===== src/rtl/its_pkg.sv =====
// ----------------------------------------------------------------------------
// its_pkg
// Shared types and constants for the interval table binary search block:
// beat structs, sequencer states, op codes and register indexes.
// ----------------------------------------------------------------------------
package its_pkg;

	// fixed field widths
	localparam int COUNT_W = 11;
	localparam int INDEX_W = 10;
	localparam int ADDR_W  = 64;
	localparam int ENTRY_W = 32;

	// defaults for the top level parameters
	localparam int TABLE_DEPTH_DEF  = 1024;
	localparam int OFFSET_WIDTH_DEF = 32;

	// input op codes
	localparam logic OP_WRITE = 1'b0;
	localparam logic OP_QUERY = 1'b1;

	// configuration register indexes
	localparam int  CFG_IDX_W = 1;
	localparam logic [CFG_IDX_W-1:0] CFG_ENTRY_COUNT = 1'b0;
	localparam logic [CFG_IDX_W-1:0] CFG_IMAGE_BASE  = 1'b1;
	localparam int  CFG_DATA_W = 64;

	// input beat
	typedef struct packed {
		logic               op;
		logic [INDEX_W-1:0] entry_index;
		logic [ENTRY_W-1:0] entry_begin;
		logic [ENTRY_W-1:0] entry_end;
		logic [ADDR_W-1:0]  query_address;
	} in_beat_t;

	// output beat
	typedef struct packed {
		logic              found;
		logic [ADDR_W-1:0] function_start;
	} out_beat_t;

	// result of one probe of the compare unit
	typedef struct packed {
		logic               more;
		logic               hit;
		logic [COUNT_W-1:0] mid;
		logic [COUNT_W-1:0] lo_n;
		logic [COUNT_W-1:0] hi_n;
	} step_res_t;

	// search sequencer states
	typedef enum logic [1:0] {
		ST_IDLE,
		ST_PROBE,
		ST_CMP,
		ST_DONE
	} state_t;

endpackage


===== src/rtl/its_step.sv =====
// ----------------------------------------------------------------------------
// its_step
// Shared probe unit: forms the midpoint of the current bounds and compares
// the probed range against the target to give the next bounds or a hit.
// ----------------------------------------------------------------------------
module its_step #(
	parameter int OFFSET_WIDTH = its_pkg::OFFSET_WIDTH_DEF
) (
	input  logic [its_pkg::COUNT_W-1:0] lo,
	input  logic [its_pkg::COUNT_W-1:0] hi,
	input  logic [OFFSET_WIDTH-1:0]     rd_begin,
	input  logic [OFFSET_WIDTH-1:0]     rd_end,
	input  logic [OFFSET_WIDTH-1:0]     target,
	output its_pkg::step_res_t          res
);

	logic [its_pkg::COUNT_W:0] sum;

	// midpoint of the bounds
	assign sum = {1'b0, lo} + {1'b0, hi};

	// compare and next bounds
	always_comb begin
		res.more = (lo < hi);
		res.mid  = sum[its_pkg::COUNT_W:1];
		res.hit  = 1'b0;
		res.lo_n = lo;
		res.hi_n = hi;
		priority if (rd_end <= target) begin
			res.lo_n = res.mid + its_pkg::COUNT_W'(1);
		end else if (rd_begin > target) begin
			res.hi_n = res.mid;
		end else begin
			res.hit = 1'b1;
		end
	end

endmodule


===== config.mk =====
export PLATFORM = sky130hd
export DESIGN_NAME = its_step
export DESIGN_NICKNAME = d
export VERILOG_FILES = /design/src/rtl/its_pkg.sv /design/src/rtl/its_step.sv
export SDC_FILE = /design/constraint.sdc
export NUM_CORES = 1
export LEC_CHECK = 0
export BUFFER_PORTS_ARGS = -buffer_cell sky130_fd_sc_hd__buf_4
export CORE_MARGIN = 2
export CORE_UTILIZATION = 48
export DETAILED_ROUTE_END_ITERATION = 12
export PLACE_DENSITY_LB_ADDON = 0.3
export RECOVER_POWER = 25
export SYNTH_ARGS = -nofsm -noshare
export SYNTH_HDL_FRONTEND = slang
export SYNTH_SLANG_ARGS = --single-unit

===== constraint.sdc =====
create_clock -name vclk -period 3.1
set_input_delay 0.155 -clock vclk [all_inputs]
set_output_delay 0.155 -clock vclk [all_outputs]
set_load 0.05 [all_outputs]

## Word-level counts from Yosys, hierarchy flattened

Index checks and enable logic that the tools add are counted.

- Bits in read-only memories: 0
- Output and inout bits: 35
- Memories: 0
- Register bits after elaboration: 0
- Bits in writable memories: 0
- Latch bits: 0
- Word-level logic and storage cells: 10

- Shift-type cells: 0
- Multiplexer cells: 5
- Bitwise operators: 0
- Eq/ne operators: 0
- Divide/modulo/power cells: 0
- $lt $le $gt $ge: 3
- Add/subtract/negate cells: 2
- Multipliers: 0
- Reductions and logical operators: 0

Operators with widths:

| kind | number |
|---|---|
| two-way mux 11 bit | 3 |
| greater-than comparator 32 bit | 1 |
| <= comparator 32 bit | 1 |
| adder 11 x 11 -> 12 bit | 1 |
| adder 11 x 1 -> 11 bit, second input constant | 1 |
| < comparator 11 bit | 1 |
| two-way mux 1 bit | 2 |

## Logic depth before layout (Yosys ltp)

Gate-level depths: netlist (run 1).

- Depth in word-level cells: 3
- Mapped depth: 11
- Depth with buffers taken out: 11

## Worst setup path before layout (run 1)

OpenSTA, ideal clock, no wires.

- Path kind: input-to-output
- From: input lo[0] (netlist bit)
- To: output res[21] (netlist bit)
- Required time: 2945 ps
- Stages: 10
- Data arrival time: 3746 ps
- Path slack: -801 ps
- Cell sequence: and2_1 > fa_1 > nor2b_1 > o31a_1 > xnor2_1 > and3_1 > and3_1 > and4b_1 > xnor2_1 > a21oi_1

RTL lines:

| element | RTL line | source |
|---|---|---|
| from (decl) | its_step.sv:9 | `input logic [its_pkg::COUNT_W-1:0] lo,` |
| to (decl) | its_step.sv:14 | `output its_pkg::step_res_t res` |

==> summary.md, run 1 <==
| Metric | Value |
|---|---|
| Final Hold Viols | `0` |
| Hold-fix buffers at CTS | `0` |
| Register area | `0 sq um` |
| CP required | `2.94 ns` |
| Critical path startpoint category | `input pin` |
| Drt drc | `0` |
| Outcome | `completed` |
| WL final | `8.42 mm` |
| Tmin final | `2.96 ns` |
| Routed WL per cell | `14.5 um` |
| Leak Pwr | `2.24 nW` |
| Nets | `714` |
| PwrDens | `276 nW/um^2` |
| First-pass GRT wire length | `13.8 mm` |
| Number of sequential cells | `0` |
| WS Path Type | `input pin to primary output` |
| Distinct cells, synth | `61` |
| Endpoint class of the critical path | `primary output` |
| Diodes inserted | `0` |
| Postcts setup bufs | `0` |
| Post-Syn Area | `2770 sq um` |
| RSZ-0062 raised after global routing | `false` |
| Core Region | `5540 sq um` |
| Syn nets | `559` |
| Total power | `1.13 mW` |
| IO buf count | `153` |
| Fill cells | `451` |
| Clkbuf count | `0` |
| Crit-path max cell delay | `0.39 ns` |
| Rel. slew slack | `59.7%` |
| Worst min path class | `input pin to primary output` |
| Metal3 WL | `572 um` |
| 1st-iter DRT viols | `129` |
| Top routing layer in use | `met4` |
| Most common cell after layout, fill and taps aside | `buf_4` |
| CP Cell Sequence | `buf_4, ha_1, nor4bb_4, nor3_2, xnor2_1, inv_1, and3_1, and3_1, and4b_1, xnor2_1, a21oi_2, buf_4` |
| Yosys warns | `0` |
| Mapped Cells | `355` |
| Dpl hpwl | `7.51 mm` |
| Syn Area/Cell | `7.81 sq um` |
| Antenna Nets Post-Route | `0` |
| Met2 Wirelength | `4.23 mm` |
| Sum Neg Setup Slack | `0 ns` |
| Initial core utilization | `50.0%` |
| Die area | `6400 sq um` |
| First drt pass iteration count | `4` |
| Most frequent cells in the layout | `buf_4 (153), ha_1 (85), inv_1 (49), a21oi_1 (19), nor2_1 (17)` |
| Met1 WL | `3.52 mm` |
| Fmax | `338 MHz` |
| Worst VDD drop | `0.000234 V` |
| Worst path slowest cell | `ha_1` |
| Worst Tran Pin Value | `0.607 ns` |
| Vias | `3186` |
| Cts repair resizes | `0` |
| Seq/Total Area, Yosys | `0%` |
| Area delta synth->final | `47.7%` |
| Share of the synthesized area in the top cell type | `38.4%` |
| Grt ovf | `0` |
| Rows | `27` |
| Arrival time at the worst endpoint | `2.80 ns` |
| Final period util | `95.4%` |
| Endpoints failing setup | `0` |
| DIE HEIGHT | `80.0 um` |
| Gr usage total | `25.8%` |
| GPL Wtd Cong | `0.887` |
| Proportion of layout cells with a drive suffix above 1 | `37.2%` |
| Vias per cell | `5.49` |
| Top post-synthesis cells by area | `ha_1 (38%), inv_1 (6.6%), mux2_2 (5.3%)` |
| Initial antenna violation count | `0` |
| Largest net degree at the start of global routing | `21` |
| Vias in the first global route | `3211` |
| Die X | `80.0 um` |
| Fin. max-slew vios | `0` |
| I/O pin count | `153` |
| Max-Cap Viols | `0` |
| Post-synth top area cell | `ha_1` |
| Crit Path Max Fanout | `5` |
[cells in the mapped netlist (2+ instances only)]
library cell / number
a221o_1: 2
ha_1: 85
o21bai_1: 2
a2111oi_0: 4
o22ai_1: 2
or2_2: 4
nor2b_1: 8
nand3b_1: 2
and2_1: 2
and3_1: 4
mux2_2: 13
a211o_1: 2
o21a_1: 2
xnor2_1: 10
o21ai_0: 8
nand2_1: 13
nand4_1: 13
clkbuf_1: 2
nor3_1: 9
buf_2: 2
a21oi_1: 23
nor2_1: 17
nand3_1: 9
a211oi_1: 5
xor2_1: 3
or3_1: 2
o211ai_1: 3
nor4_1: 2
o31ai_1: 3
nand2b_1: 5
a21o_1: 16
inv_1: 49
[cells by family after synthesis]
| logic type | count (synthesis) | share of synthesized area [%] |
|---|---|---|
| AO/OA/AOI/OAI | 87 | 23.0 |
| XOR/XNOR | 14 | 4.70 |
| adder cells (fa/ha/maj) | 86 | 39.1 |
| buffers and inverters | 55 | 7.68 |
| multiplexers | 14 | 5.64 |
| AND/OR/NAND/NOR | 99 | 19.9 |
[layout make-up]
class	count	area (sq um)	area share, %
Tap cell	72	90.1	2.20
Timing Repair Buffer	158	1180	28.9
Inverter	50	188	4.58
Multi-Input combinational cell	300	2630	64.3
[worst max-delay path, delay by kind of cell]
family | cells | cell delay [ns]
xor+xnor | 2 | 0.43
compound gates | 1 | 0.15
buf+inv | 3 | 0.47
simple gates | 5 | 1.20
fa+ha+maj | 1 | 0.39
[power by group]
group | internal (mW) | switching, mW
clock | 0 | 0
sequential | 0 | 0
combinational | 0.448 | 0.681
total | 0.448 | 0.681
[layer usage]
metal	up-vias	GRT usage [%]
met1	1447	31.0
met3	9	2.71
met2	109	50.2
met5	-	0
li1	1621	-
met4	0	2.71
[worst paths after layout]
| kind | to | start | slack, ns | cells after the start |
|---|---|---|---|---|
| min | res[7] | hi[7] | 0.72 | 3 |
| max | res[21] | lo[2] | 0.14 | 12 |
[stage by stage]
| step | std cells | area [sq um] | hold slack (ns) | utilization (%) | worst slack, ns |
|---|---|---|---|---|---|
| global route | 580 | 4090 | 0.722 | 73.9 | 0.0102 |
| detailed placement | 580 | 4110 | 0.717 | 74.1 | 0.113 |
| finish | 580 | 4090 | 0.716 | 73.9 | 0.143 |
| global placement | 580 | 4110 | 0.714 | 74.1 | 0.130 |
| CTS | 580 | 4110 | 0.717 | 74.1 | 0.0954 |
| floorplan | 355 | 2840 | 0.542 | - | -0.148 |
Note: power is estimated with default switching activity, not from simulation.
==> run 2: changes to the inputs <==
--- a/config.mk
+++ b/config.mk
@@ -6,6 +6,7 @@
 export NUM_CORES = 1
 export LEC_CHECK = 0
 export BUFFER_PORTS_ARGS = -buffer_cell sky130_fd_sc_hd__buf_4
+export CORE_ASPECT_RATIO = 0.75
 export CORE_MARGIN = 2
 export CORE_UTILIZATION = 48
 export DETAILED_ROUTE_END_ITERATION = 12
==> summary.md, run 2 (same netlist as run 1, synthesis figures left out) <==
| Metric | Value |
|---|---|
| First-pass GRT wire length | `14.2 mm (+2.9%)` |
| 1st-iter DRT viols | `143 (+11%)` |
| Die area | `6400 sq um (about the same)` |
| Final period util | `95.2% (-0.24 points)` |
| Vias per cell | `5.44 (-1.0%)` |
| Antenna Nets Post-Route | `0 (unchanged)` |
| Post-DP Area | `4110 sq um (about the same)` |
| Most frequent cells in the layout | `buf_4 (155), ha_1 (85), inv_1 (49), a21oi_1 (19), nor2_1 (17)` |
| Critical path startpoint category | `input pin` |
| Crit-path max cell delay | `0.41 ns (+0.02 ns)` |
| Outcome | `completed` |
| Final Hold Viols | `0 (unchanged)` |
| Design Area, Final | `4110 sq um (+0.46%)` |
| Area delta synth->final | `48.4%` |
| Crit Path Max Fanout | `5 (unchanged)` |
| Worst min path class | `input pin to primary output` |
| First drt pass iteration count | `4 (unchanged)` |
| Hold Slack | `0.719 ns (+0.00368 ns)` |
| Fill cells | `420 (-6.9%)` |
| Endpoints failing setup | `0 (unchanged)` |
| Core Region | `5470 sq um (-1.3%)` |
| Die X | `91.7 um (+15%)` |
| CP startpoint | `lo[0]` |
| WL final | `8.64 mm (+2.6%)` |
| Worst hold start | `hi[10]` |
| CP required | `2.94 ns (about the same)` |
| Max-Cap Viols | `0 (unchanged)` |
| Vias in the first global route | `3155 (-1.7%)` |
| Diodes inserted | `0 (unchanged)` |
| Endpoint class of the critical path | `primary output` |
| Initial core utilization | `50.7% (+0.66 points)` |
| Initial antenna violation count | `0 (unchanged)` |
| RSZ-0062 raised after global routing | `false` |
| Clkbuf count | `0 (unchanged)` |
| Sum Neg Setup Slack | `0 ns (unchanged)` |
| Nets | `716 (+0.28%)` |
| Drt drc | `0 (unchanged)` |
| Tmin final | `2.95 ns (-0.00730 ns)` |
| Rel. slew slack | `57.8% (-1.9 points)` |
| Multi-input logic area | `2630 sq um (unchanged)` |
| I/O pin count | `153 (unchanged)` |
| CP Cell Sequence | `buf_4, and2_1, fa_1, nor2b_1, o31a_1, xnor2_4, and3_1, and3_1, and4b_1, xnor2_1, a21oi_2, buf_4` |
| Worst VDD drop | `0.000264 V (+13%)` |
| Fin. max-slew vios | `0 (unchanged)` |
| DIE HEIGHT | `69.8 um (-13%)` |
| Worst Tran Pin Value | `0.636 ns (+0.0287 ns)` |
| Register area | `0 sq um (unchanged)` |
| Gr usage total | `26.0% (+0.18 points)` |
| Fmax | `339 MHz (+0.25%)` |
| Most common cell after layout, fill and taps aside | `buf_4` |
| GPL Wtd Cong | `0.911 (+2.7%)` |
| Number of sequential cells | `0 (unchanged)` |
| Largest net degree at the start of global routing | `21 (unchanged)` |
| Vias | `3181 (-0.16%)` |
| PwrDens | `278 nW/um^2 (+0.73%)` |
| Dpl hpwl | `7.77 mm (+3.4%)` |
| Worst path slowest cell | `fa_1` |
| Grt ovf | `0 (unchanged)` |
| Proportion of layout cells with a drive suffix above 1 | `37.5% (+0.25 points)` |
| IO buf count | `153 (unchanged)` |
| Arrival time at the worst endpoint | `2.79 ns (about the same)` |
| Rows | `23 (-15%)` |
| Leak Pwr | `2.25 nW (+0.42%)` |
| WS Path Type | `input pin to primary output` |
| Routed WL per cell | `14.8 um (+1.7%)` |
-- run 2: cell count changes in the layout (fill, tap and decap cells not counted), sizes merged --
cell  delta
buf      +2
-- run 2: routing by layer --
| layer | track usage [%] | wire length [um] | vias up |
|---|---|---|---|
| met5 | 0 | 0 | - |
| met2 | 44.0 | 3990 | 114 |
| li1 | - | - | 1629 |
| met1 | 36.9 | 3990 | 1426 |
| met4 | 3.48 | 117 | 0 |
| met3 | 1.96 | 546 | 12 |
-- run 2: path summary, 6_finish.rpt --
check,to,cells past startpoint
max,res[21],12
min,res[10],3
-- run 2: final cells by class --
| class | count | area share [%] |
|---|---|---|
| Multi-Input combinational cell | 300 | 64.0 |
| Inverter | 50 | 4.56 |
| Tap cell | 75 | 2.28 |
| Timing Repair Buffer | 160 | 29.1 |
-- run 2: timing repair --
action / CTS / global route
buffers inserted: 0 / 2
setup endpoints to repair: 0 / 2
hold buffers: 0 / 0
resized for setup: 0 / 1
-- run 2: stage by stage --
step | cells | setup slack [ns] | total power [mW] | utilization, %
global placement | 583 | 0.151 | 1.11 | 75.2
CTS | 583 | 0.116 | 1.14 | 75.2
global route | 585 | 0.0552 | 1.22 | 75.2
floorplan | 355 | -0.148 | 0.754 | -
detailed placement | 583 | 0.137 | 1.14 | 75.2
finish | 585 | 0.150 | 1.14 | 75.2
-- run 2: worst max-delay path: cells and delay by family --
| family | cells | cell delay (ns) |
|---|---|---|
| AND/OR/NAND/NOR | 5 | 1.10 |
| buffers and inverters | 2 | 0.32 |
| adder cells (fa/ha/maj) | 1 | 0.41 |
| XOR/XNOR | 2 | 0.32 |
| AO/OA/AOI/OAI | 2 | 0.46 |
-- run 2: power breakdown --
group | switching [mW] | total, mW | internal (mW)
combinational | 0.687 | 1.14 | 0.455
sequential | 0 | 0 | 0
clock | 0 | 0 | 0
